$ cat config.mk
export PLATFORM = sky130hd
export DESIGN_NAME = atan2_poly_cell
export DESIGN_NICKNAME = d
export VERILOG_FILES = /design/src/rtl/atan2_pkg.sv /design/src/rtl/atan2_poly_cell.sv
export SDC_FILE = /design/constraint.sdc
export NUM_CORES = 1
export LEC_CHECK = 0
export ABC_AREA = 1
export BUFFER_PORTS_ARGS = -buffer_cell sky130_fd_sc_hd__buf_4
export CORE_ASPECT_RATIO = 2
export CORE_MARGIN = 2
export CORE_UTILIZATION = 60
export CTS_CLUSTER_SIZE = 12
export DETAILED_ROUTE_END_ITERATION = 12
export PLACE_DENSITY_LB_ADDON = 0.15
export RECOVER_POWER = 50
export SKIP_LAST_GASP = 1
export SYNTH_ARGS = -nofsm -noshare
export SYNTH_HDL_FRONTEND = slang
export SYNTH_SLANG_ARGS = --single-unit
$ cat constraint.sdc
create_clock -name clk_i -period 8.1 [get_ports clk_i]
set_clock_uncertainty 0.05 [all_clocks]
set_input_delay 0.405 -clock clk_i [delete_from_list [all_inputs] [get_ports clk_i]]
set_output_delay 0.405 -clock clk_i [all_outputs]
set_load 0.01 [all_outputs]
$ cat src/rtl/atan2_pkg.sv
// Package for the atan2 pipeline: widths, fixed-point constants, cell types.
// Used by every module under rtl/; depends on nothing.
package atan2_pkg;

  localparam int unsigned CoordWidth = 16;
  localparam int unsigned MagWidth   = CoordWidth;      // |coord| fits unsigned
  localparam int unsigned FracBits   = 20;
  localparam int unsigned RatioWidth = FracBits + 1;    // Q1.20, 0..2^20
  localparam int unsigned RemWidth   = MagWidth + 1;
  localparam int unsigned AccWidth   = 24;              // signed Horner accumulator
  localparam int unsigned AngWidth   = 16;
  localparam int unsigned OutShift   = 7;
  localparam int unsigned NumCoef    = 7;

  localparam logic [RatioWidth+1:0] PiFx     = 23'd3294199;
  localparam logic [RatioWidth+1:0] HalfPiFx = 23'd1647099;

  function automatic logic signed [AccWidth-1:0] coef(input int unsigned k);
    logic signed [AccWidth-1:0] c;
    case (k)
      0:       c = 24'sd7563;
      1:       c = -24'sd36763;
      2:       c = 24'sd85643;
      3:       c = -24'sd140243;
      4:       c = 24'sd208211;
      5:       c = -24'sd349438;
      default: c = 24'sd1048576;
    endcase
    return c;
  endfunction

  // Divider cell word: remainder, quotient bits so far, side info.
  typedef struct packed {
    logic                  vld;
    logic [RemWidth-1:0]   rem;
    logic [MagWidth-1:0]   big;
    logic [RatioWidth:0]   quo;   // one extra bit feeds final rounding
    logic                  y_big;
    logic                  x_neg;
    logic                  y_neg;
    logic                  zero;
  } div_word_t;

  // Polynomial cell word.
  typedef struct packed {
    logic                       vld;
    logic [RatioWidth-1:0]      r;
    logic [RatioWidth-1:0]      s;
    logic signed [AccWidth-1:0] acc;
    logic                       y_big;
    logic                       x_neg;
    logic                       y_neg;
    logic                       zero;
  } poly_word_t;

  // Divide by 2^20, round to nearest, ties toward +inf (floor(p/2^20 + 1/2)).
  function automatic logic signed [AccWidth-1:0] rnd_frac(input logic signed [47:0] p);
    logic signed [47:0] q;
    q = p + 48'sd524288;
    return q[FracBits+AccWidth-1:FracBits];
  endfunction

endpackage

$ cat src/rtl/atan2_poly_cell.sv
// One Horner cell: acc = round(acc*s) + c, two register stages.
// Depends on atan2_pkg.
module atan2_poly_cell (
  input  logic                   clk_i,
  input  logic                   rst_ni,
  input  logic                   en_i,
  input  logic signed [atan2_pkg::AccWidth-1:0] coef_i,
  input  atan2_pkg::poly_word_t  d_i,
  output atan2_pkg::poly_word_t  d_o
);
  logic [1:0]            vld_q;
  atan2_pkg::poly_word_t m_q, o_q, o_d;
  logic signed [47:0]    prod_q;

  always_comb begin
    o_d     = m_q;
    o_d.acc = atan2_pkg::rnd_frac(prod_q) + coef_i;
  end

  always_ff @(posedge clk_i or negedge rst_ni) begin
    if (!rst_ni) vld_q <= '0;
    else if (en_i) vld_q <= {vld_q[0], d_i.vld};
  end
  always_ff @(posedge clk_i) begin
    if (en_i) begin
      m_q    <= d_i;
      prod_q <= 48'(d_i.acc) * $signed({27'b0, d_i.s});
      o_q    <= o_d;
    end
  end
  always_comb begin
    d_o     = o_q;
    d_o.vld = vld_q[1];
  end
endmodule
======== Word level (Yosys, flattened, before mapping) ========
Index checks and enable logic that the tools add are counted.
storage, ports and cells
  bits in registers ....................... 162
  output and inout port bits .............. 71
  bits of input ports ..................... 98
  word-level logic and storage cells ...... 18
cells by class
  add/subtract/negate cells ............... 2
  multipliers ............................. 1
operators by type and width
  kind                                             number
  adder 44 x 21 -> 44 bit (second input constant)  1
  multiplier 24 x 22 -> 44 bit                     1
  adder 24 bit                                     1

======== Logic depth before layout (Yosys ltp) ========
  depth after elaboration ................. 2
  gate-level depth with buffers ........... 29
  mapped depth without buffers ............ 28

======== Least setup slack after synthesis ========
No wires, ideal clock.
  path type ............................... in2reg
  start point ............................. input port d_i[27] (netlist bit)
  end point ............................... register prod_q[39], data pin
  setup slack ............................. 1.526 ns
  required time ........................... 7.797 ns
  setup time .............................. 0.253 ns
  path buffers ............................ 2
  arrival ................................. 6.272 ns
  stages .................................. 23
  cells stage by stage .................... clkbuf_1 clkbuf_1 nand2_1 fa_1 inv_1 fa_1 inv_1 fa_1 inv_1 fa_1 fa_1 fa_1 inv_1 fa_1 inv_1 ha_1 nand2_1 nor2_1 nand2_1 nor4_1 nand3_1 nand4_1 nand2_1
between the ends
  word-level cells in the longest chain between the ends .. 1
ends and longest elaborated chain
  item                          line                   text
  start: declaration            atan2_poly_cell.sv:8   input atan2_pkg::poly_word_t d_i,
  multiplier 24 x 22 -> 44 bit  atan2_poly_cell.sv:27  prod_q <= 48'(d_i.acc) * $signed({27'b0, d_i.s});
  end signal: assignment        atan2_poly_cell.sv:27
  end: declaration              atan2_poly_cell.sv:13  logic signed [47:0] prod_q;
Every way passes these cells.
A chain may end at the register's enable or synchronous reset.

======== Final worst setup path ========
  start point ............................. input port d_i[38] (netlist bit)
  end point ............................... register prod_q[39], data pin
The elaborated chain is that of the path after synthesis.

==> results.yml <==
run_status:
  status: "finished, violations left"
  violations: "capacitance limit, slew limit"
place:
  post-place-ws_ns: 0.7164
  port_buffers: 168
  detailed_place_hpwl_microns: 59090
  placedCellCount: 3572
  place_congestion: 1.028
routing:
  dr.first_iter.drc_count: 1055
  totalWireLength_microns: 72880
  first_pass_iters: 8
  wl_per_cell_microns: 20.22
  dr_total_vias: 19760
  drc: 0
  via_per_inst: 5.480
  antenna_left: 0
global_routing:
  grt_pass1_wl_microns: 115900
  grt_antenna_before_repair: 0
  grt_max_degree: 80
  track_usage_pct: 35.71
  grt_pass1_vias: 22630
  grt_overflow: 0
final_layout:
  fin_nets: 3796
  stdcell_count: 3605
  drive_gt1_share_pct: 6.156
  area_growth_pct: 8.409
  diodes: 0
  finish.utilization_pct: 65.98
critical_path:
  worst_setup_path_start_kind: "input port"
  cpMostUsedCell: "fa_1"
  critPathMaxStageDelay_ns: 1.18
  cp_max_fo: 25
  cp_cell_sequence: "clkbuf_1 > nand2_1 > fa_1 > fa_1 > inv_1 > fa_1 > fa_1 > fa_1 > fa_1 > fa_1 > ha_1 > nand2_1 > nor2_1 > nand2_1 > nor4_1 > nand3_1 > nand4_1 > nand2_1"
  crit_buf_inv: 2
  path_delay_family: "adder cells"
  cp_slowest_cell: "clkbuf_1"
  crit_type: "input port to register"
  arrival_ns: 7.66
  required_ns: 8.27
  endpoint_kind: "register"
yosys:
  yosysSeqAreaShare_pct: 17.12
  synth_nets: 3698
  ys.flop_type: "edfxtp_1"
  yosysWarnings: 0
  synth_seq_cells: 143
  yosysUniqueCellTypes: 33
  async_flop_share_pct: 1.399
  syn_inst: 2959
  synth-edff-count: 141
  yosysMostFrequentCell: "inv_1"
  synth_top_area_cell: "fa_1"
  synth_area_leaders: "fa_1 40%, edfxtp_1 17%, inv_1 13%"
  synth_common_cells: "839 x inv_1, 799 x nand2_1, 502 x fa_1"
  synth_top_cell_area_share_pct: 40.15
  avgSynthCellArea_sq_um: 8.458
  mappedNetlistArea_sq_um: 25030
clock_network:
  cts.htree.levels: 4
  clk_pin_slew_worst_paths_ns: 0.07
  cts_buffer_depth: 2
  cts.sinks: 143
  cts_buffers: 17
  root_buffer: "clkbuf_16"
  cts_resized: 0
  clock_latency_ns: 0.48
  cts_tree: "yes"
die:
  core_sq_um: 41120
  die_w_microns: 148.4
  rows: 105
  io_pins: 169
  die_y_microns: 292.8
  dieArea_sq_um: 43460
  initial_core_util_pct: 60.86
sta:
  final.setup.worst_slack_ns: 0.6092
  tightest_slew_ns: 3.595
  slew_headroom_pct: -139.7
  min_period_ns: 7.491
  slew_viol_final: 329
  clock.fmax_mhz: 133.5
  finalSetupViolations: 0
  rsz0062_at_grt: "no"
  setup-tns-final_ns: 0
  finalCritPeriodShare_pct: 92.48
  final-hold-violation-count: 0
run:
  drv_cap: 11
hold_path:
  hp-class: "input port to register"
-- cell type report --
class	instances	area (sq um)
Inverter	839	3149
Fill cell	3421	13990
Timing Repair Buffer	172	1166
Clock buffer	17	425.4
Sequential cell	143	4284
Clock inverter	15	196.4
Multi-Input combinational cell	1884	17240
Tap cell	535	669.4
-- through the flow --
step / cell area, sq um / hold WS (ns)
after CTS: 27260 / 0.04186
after global routing: 27130 / 0.07763
after global placement: 26630 / 0.1369
after detailed placement: 26630 / 0.1420
after floorplan: 25030 / 0.05941
final: 27130 / 0.08403
-- cells in the final DEF (no fill, tap or decap), drive strengths merged, types with 50 or more instances in the layout --
cell type  instances
inv              847
o21ai             50
fa               502
clkbuf            76
nand3             61
a21oi             86
ha               139
nand2            806
edfxtp           141
nor2             122
buf              112
-- what timing repair did --
item | CTS | global route
buffers inserted | 0 | 0
hold buffers | 1 | 0
hold endpoints to repair | 2 | 0
-- per-layer routing --
metal  global-route usage, %  up-vias  routed length (microns)
met5                       0        -                        0
met4                   29.20        0                     7498
met3                   4.798      402                     4249
met2                   66.99      969                    39560
met1                   33.58     9629                    21570
li1                        -     8756                        -
-- final timing paths --
kind	slack [ns]	cells past startpoint	end	from
min in group asynchronous	0.22	2	vld_q[1]	rst_ni
max in group asynchronous	7.64	2	vld_q[0]	rst_ni
min	0.08	1	m_q[50]	d_i[50]
max reg2reg	4.75	15	d_o[22]	prod_q[20]
min reg2reg	0.36	0	d_o[59]	m_q[59]
max	0.61	18	prod_q[39]	d_i[38]
-- sequential cells by signal, summed over array words and instances (netlist names) --
signal / cells
m_q: 46
prod_q: 25
vld_q: 2
d_o: 70
-- kinds of logic after synthesis --
group,synth area share (%)
AO/OA/AOI/OAI,3.269
adder cells (fa/ha/maj),47.10
XOR/XNOR,1.925
AND/OR/NAND/NOR,16.59
buffers and inverters,13.99
flip-flops,17.12
Power is not shown: default switching activity piles up to over one toggle a cycle in this logic, so the estimate is an artifact.
