`src/rtl/atan2_pkg.sv`:
```
// Package for the atan2 pipeline: widths, fixed-point constants, cell types.
// Used by every module under rtl/; depends on nothing.
package atan2_pkg;

  localparam int unsigned CoordWidth = 16;
  localparam int unsigned MagWidth   = CoordWidth;      // |coord| fits unsigned
  localparam int unsigned FracBits   = 20;
  localparam int unsigned RatioWidth = FracBits + 1;    // Q1.20, 0..2^20
  localparam int unsigned RemWidth   = MagWidth + 1;
  localparam int unsigned AccWidth   = 24;              // signed Horner accumulator
  localparam int unsigned AngWidth   = 16;
  localparam int unsigned OutShift   = 7;
  localparam int unsigned NumCoef    = 7;

  localparam logic [RatioWidth+1:0] PiFx     = 23'd3294199;
  localparam logic [RatioWidth+1:0] HalfPiFx = 23'd1647099;

  function automatic logic signed [AccWidth-1:0] coef(input int unsigned k);
    logic signed [AccWidth-1:0] c;
    case (k)
      0:       c = 24'sd7563;
      1:       c = -24'sd36763;
      2:       c = 24'sd85643;
      3:       c = -24'sd140243;
      4:       c = 24'sd208211;
      5:       c = -24'sd349438;
      default: c = 24'sd1048576;
    endcase
    return c;
  endfunction

  // Divider cell word: remainder, quotient bits so far, side info.
  typedef struct packed {
    logic                  vld;
    logic [RemWidth-1:0]   rem;
    logic [MagWidth-1:0]   big;
    logic [RatioWidth:0]   quo;   // one extra bit feeds final rounding
    logic                  y_big;
    logic                  x_neg;
    logic                  y_neg;
    logic                  zero;
  } div_word_t;

  // Polynomial cell word.
  typedef struct packed {
    logic                       vld;
    logic [RatioWidth-1:0]      r;
    logic [RatioWidth-1:0]      s;
    logic signed [AccWidth-1:0] acc;
    logic                       y_big;
    logic                       x_neg;
    logic                       y_neg;
    logic                       zero;
  } poly_word_t;

  // Divide by 2^20, round to nearest, ties toward +inf (floor(p/2^20 + 1/2)).
  function automatic logic signed [AccWidth-1:0] rnd_frac(input logic signed [47:0] p);
    logic signed [47:0] q;
    q = p + 48'sd524288;
    return q[FracBits+AccWidth-1:FracBits];
  endfunction

endpackage

```
`src/rtl/atan2_div_cell.sv`:
```
// One restoring-division step cell: one quotient bit per cycle while en_i is high.
// Depends on atan2_pkg.
module atan2_div_cell (
  input  logic                  clk_i,
  input  logic                  rst_ni,
  input  logic                  en_i,
  input  atan2_pkg::div_word_t  d_i,
  output atan2_pkg::div_word_t  d_o
);
  logic                               vld_q;
  atan2_pkg::div_word_t               w_q, w_d;
  logic [atan2_pkg::RemWidth:0]       sh;
  logic [atan2_pkg::RemWidth:0]       diff;

  always_comb begin
    w_d  = d_i;
    sh   = {d_i.rem, 1'b0};
    diff = sh - {2'b0, d_i.big};
    if (!diff[atan2_pkg::RemWidth]) begin
      w_d.rem = diff[atan2_pkg::RemWidth-1:0];
      w_d.quo = {d_i.quo[atan2_pkg::RatioWidth-1:0], 1'b1};
    end else begin
      w_d.rem = sh[atan2_pkg::RemWidth-1:0];
      w_d.quo = {d_i.quo[atan2_pkg::RatioWidth-1:0], 1'b0};
    end
  end

  always_ff @(posedge clk_i or negedge rst_ni) begin
    if (!rst_ni) vld_q <= 1'b0;
    else if (en_i) vld_q <= d_i.vld;
  end
  always_ff @(posedge clk_i) begin
    if (en_i) w_q <= w_d;
  end

  always_comb begin
    d_o     = w_q;
    d_o.vld = vld_q;
  end
endmodule

```
`config.mk`:
```
export PLATFORM = sky130hd
export DESIGN_NAME = atan2_div_cell
export DESIGN_NICKNAME = d
export VERILOG_FILES = /design/src/rtl/atan2_pkg.sv /design/src/rtl/atan2_div_cell.sv
export SDC_FILE = /design/constraint.sdc
export NUM_CORES = 1
export LEC_CHECK = 0
export ABC_CLOCK_PERIOD_IN_PS = 1000
export BUFFER_PORTS_ARGS = -buffer_cell sky130_fd_sc_hd__buf_4
export CAP_MARGIN = 20
export CELL_PAD_IN_SITES_DETAIL_PLACEMENT = 0
export CELL_PAD_IN_SITES_GLOBAL_PLACEMENT = 1
export CORE_MARGIN = 2
export CORE_UTILIZATION = 30
export CTS_CLUSTER_SIZE = 20
export DETAILED_ROUTE_END_ITERATION = 12
export PLACE_DENSITY = 0.77
export SLEW_MARGIN = 20
export SYNTH_ARGS = -nofsm -noshare
export SYNTH_HDL_FRONTEND = slang
export SYNTH_SLANG_ARGS = --single-unit
```
`constraint.sdc`:
```
create_clock -name clk_i -period 1 [get_ports clk_i]
set_clock_uncertainty 0.05 [all_clocks]
set_input_delay 0.05 -clock clk_i [delete_from_list [all_inputs] [get_ports clk_i]]
set_output_delay 0.05 -clock clk_i [all_outputs]
set_load 0.05 [all_outputs]
```
# Word level (Yosys, flattened, before mapping)

Cells that the tools add are included.
W data, S select, Z words.

Word-level logic and storage cells: 12
Input bits: 63
Output and inout port bits: 60
Bits in registers: 60

Multiplexer cells: 2
Add/sub/neg operators: 1

Operators by type and width:

| kind             | count |
|---|---|
| $sub A18 B16 Y18 | 1 |
| $mux W17         | 1 |
| $mux W1          | 1 |

# Logic depth before layout (Yosys ltp)

Depth in word-level cells: 2
Mapped depth: 11
Gate-level depth less buffers: 9

# Worst setup path after synthesis

Ideal clock, no wire load.

Path kind: input to register
Start point: input port d_i[36] (netlist bit)
End point: register w_q, in the netlist d_o[52], data pin
Data arrival time: 2.079 ns
Buffers on the path: 2
Required time: 0.690 ns
Slack: -1.389 ns
Setup time: 0.260 ns
Stages on the path: 10
Cells stage by stage: inv_1 > ha_1 > buf_2 > nand3_1 > or4_1 > a31oi_2 > nor3_4 > xnor2_4 > buf_12 > mux2_4

RTL lines:

| item                 | RTL line             | source |
|---|---|---|
| start, declared      | atan2_div_cell.sv:7  | `input atan2_pkg::div_word_t d_i,` |
| end signal, assigned | atan2_div_cell.sv:33 | `if (en_i) w_q <= w_d;` |
| end, declared        | atan2_div_cell.sv:11 | `atan2_pkg::div_word_t w_q, w_d;` |

==> parameters.txt <==
Parameter                              Value

GRT
  Largest net degree at the start of global routing ... 23
  Global-route wire length before repair ... 13.0 mm
  Number of antenna violations at the first check in global routing ... 0
  Via count of the first global-routing pass ... around 2,800
  Remaining global-route overflow ... 0
  Global-route total usage across every layer ... 16.3%

Routing
  Drt drc ... 0
  Number of detailed-routing iterations run before antenna repair ... 4
  Sum of met2 wire segment lengths after detailed routing ... 4.45 mm
  Routed metal-1 wirelength ... 3.54 mm
  DR WL met3 ... 516 microns
  Uppermost layer routed ... met4
  Average wire per standard cell ... about 15 microns
  1st-iter DRT viols ... 98
  Antenna-violating nets left ... 0
  Count of vias placed by the detailed router ... 2,623
  Total Wirelength ... a little under 9 mm
  Vias per cell ... 4.42

Synth
  Number of warnings printed during yosys synthesis ... 0
  Most instantiated flip-flop cell in the synthesis netlist ... edfxtp_1
  Share of synthesized area occupied by flip-flops and latches ... between 60% and 70%
  Simple logic cell fraction of the synthesized area ... between 6 and 7%
  Number of synthesized flops with an enable pin ... 59
  Number of register bits inferred by synthesis ... 60
  Largest cells by area after synthesis ... edfxtp_1, ha_1, mux2_2, mux2_4, xnor2_1
  Parity-gate share of the synthesized area counting xor and xnor cells ... 5.43%
  Cell area after synthesis ... 2920 sq um
  Area share of the leading cell type in the synthesized netlist ... 60.6%
  Synthesized net count ... about 290
  Syn Inst Count ... 208
  Share of synthesized area spent on multiplexers ... 6.89%
  Asr flop ratio synth ... roughly 1.7%
  Mean Syn Cell Area ... 14.1 sq um
  Dominant cell type by area after synthesis ... edfxtp_1
  Main combinational cell family by area after synthesis ... compound AO/OA/AOI/OAI gates
  Adder and majority cell fraction of the synthesized area ... a little over 7%
  Synthesized-area fraction occupied by ao, oa, aoi and oai cells ... under 10%
  Number of different library cells in the post-synthesis netlist ... 40

Die
  Standard-cell rows ... 36
  Chip height ... roughly 100 microns
  I/O pin count ... 123
  Initial cell density of the core ... 30.5%
  Total die area ... 10,600 sq um
  Chip Width ... about 100 microns
  Core ar. ... approximately 9600 sq um

Power and ir drop
  Largest vdd supply drop ... 0.770 mV
  Total power density per cell area ... 1510 nW/um^2
  Leakage ... 2.48 nW

Clocking
  Max H-tree Level ... 3
  Clock tree root buffer cell ... clkbuf_8
  Clock sinks ... 60
  Clock edge transition at the registers on the reported setup and hold paths ... 60 ps
  Inserted Clock Buffers ... 9
  Clock Path Buffers ... 2
  Clock tree from TritonCTS ... yes
  Clock insertion delay at the later pin of the skew report ... 340 ps

Timing
  Number of pins with negative max-slew slack in the final report ... 0
  Unrepaired setup endpoints after global routing ... true
  Max Clk Rate ... approximately 510 MHz
  Setup total negative slack ... -16,860 ps
  Fin crit period ... 1970 ps
  Worst Slack Setup Final ... -969 ps
  Setup-failing EPs final ... 31
  Count of endpoints failing hold in the final timing report ... 0
  Fraction of the cycle the final worst path needs ... 197%
  Pin slew with the least headroom to its limit ... 295 ps
  Headroom to the max-slew limit ... 80.1%

Layout
  Post-synthesis to final-layout area growth ... 100%
  Number of cells in the finished layout apart from fillers ... around 590
  Final non-filler cell area ... ~5900 sq um
  Most frequent cells in the layout ... buf_4, buf_6, edfxtp_1
  Leading cell type in the layout, fill and taps excluded ... buf_4
  Ratio of cells with drive above 1 in the final layout ... 57.0%
  Number of inserted diodes ... 0
  Fill cells ... between 700 and 800
  Post-layout utilization of the core ... 61.0%
  Layout net count ... roughly 540

Status
  Run status ... finished with violations
  Violations in the final reports ... setup timing

Placement
  Worst slack, placed ... -1780 ps
  Count of buffers from port buffering ... between 100 and 150
  Total placed instance area ... 4490 sq um
  Number of cells after detailed placement ... between 500 and 600
  Routability-driven placement congestion ratio ... 0.887
  Placed wire-length estimate ... 5.68 mm

Setup path
  Launching element type of the critical path ... input pin
  Max Fanout on Critical Path ... 6
  Worst Setup Path Type ... input pin to flop
  WP data arrival ... ~2000 ps
  Endpoint kind of the worst setup timing path ... flop
  Critical Path RT ... around 1000 ps

Job
  Max-cap check violation count ... 0

Hold path
  Worst hold-check path type ... input pin to flop
-- cell families after synthesis --
| group | Yosys count |
|---|---|
| xor+xnor | 16 |
| simple gates | 37 |
| mux | 16 |
| flops | 60 |
| buf+inv | 23 |
| compound gates | 40 |
| fa+ha+maj | 16 |
-- through the flow --
stage | total power [W] | hold slack, ps
after floorplan | 0.00488 | -296
after CTS | 0.00876 | 8.67
final | 0.00885 | 22.8
after global placement | 0.00584 | -225
after detailed placement | 0.00587 | -224
after global routing | 0.00921 | 17.5
-- layer usage --
layer | up-vias | track usage [%]
met2 | 95 | 28.8
met4 | 0 | 7.69
met3 | 11 | 3.59
met1 | 1250 | 18.9
met5 | - | 0
li1 | 1267 | -
-- synthesized netlist by cell type (2+ instances only) --
cell type and n:
o2111ai_1 2, mux2_2 9, xnor2_1 10, nand3_1 4, a31oi_1 2, xor2_1 5, o21ai_0 7, nand2b_1 3
mux2_4 6, nor2b_1 2, nand4_1 2, a21oi_1 17, edfxtp_1 59, nor2_1 7, ha_1 15, buf_4 2
inv_1 16, buf_2 4, a211oi_1 2, o211ai_1 2, nand2_1 13
-- layout make-up --
type / count / area, sq um / share of cell area, %
clock buffer: 11 / 131 / 2.25
sequential: 60 / 1800 / 30.7
clock inverter: 3 / 63.8 / 1.09
inverter: 16 / 80.1 / 1.37
multi-input combinational: 125 / 1320 / 22.5
timing repair buffer: 246 / 2290 / 39.2
tap: 133 / 166 / 2.84
-- registers in the layout (all words and copies together), names as in the netlist --
register / flops
d_o: 59
vld_q: 1
-- power by group --
group | internal, W | total (W) | switching, W
registers | 0.00308 | 0.00320 | 0.000122
logic | 0.00161 | 0.00334 | 0.00173
clock network | 0.00137 | 0.00231 | 0.000935
-- worst max-delay path, cell delays in order --
cell and delay [ps]:
buf_8 70, inv_4 30, ha_4 280, nand3_4 80, or4_4 540, a31oi_4 180, nor3_4 80, xnor2_4 210
buf_6 170, mux2_4 300
-- timing repair --
item | CTS | global route
setup endpoints to repair | 78 | 78
pin swaps | 11 | 21
hold endpoints to repair | 54 | 0
hold buffers | 55 | 0
buffers inserted | 10 | 5
gates resized for setup | 90 | 35
-- final timing paths --
path                       startpoint      end  slack [ps]  depth (start not counted)
setup / recovery              d_i[36]  d_o[56]        -970                         10
hold / removal                   en_i  d_o[14]          20                          1
setup reg to reg                vld_q    vld_q         180                          1
hold reg to reg                 vld_q    vld_q         500                          1
max in group asynchronous      rst_ni    vld_q         280                          3
min in group asynchronous      rst_ni    vld_q         510                          3
Note: power is estimated with default switching activity, not from simulation.
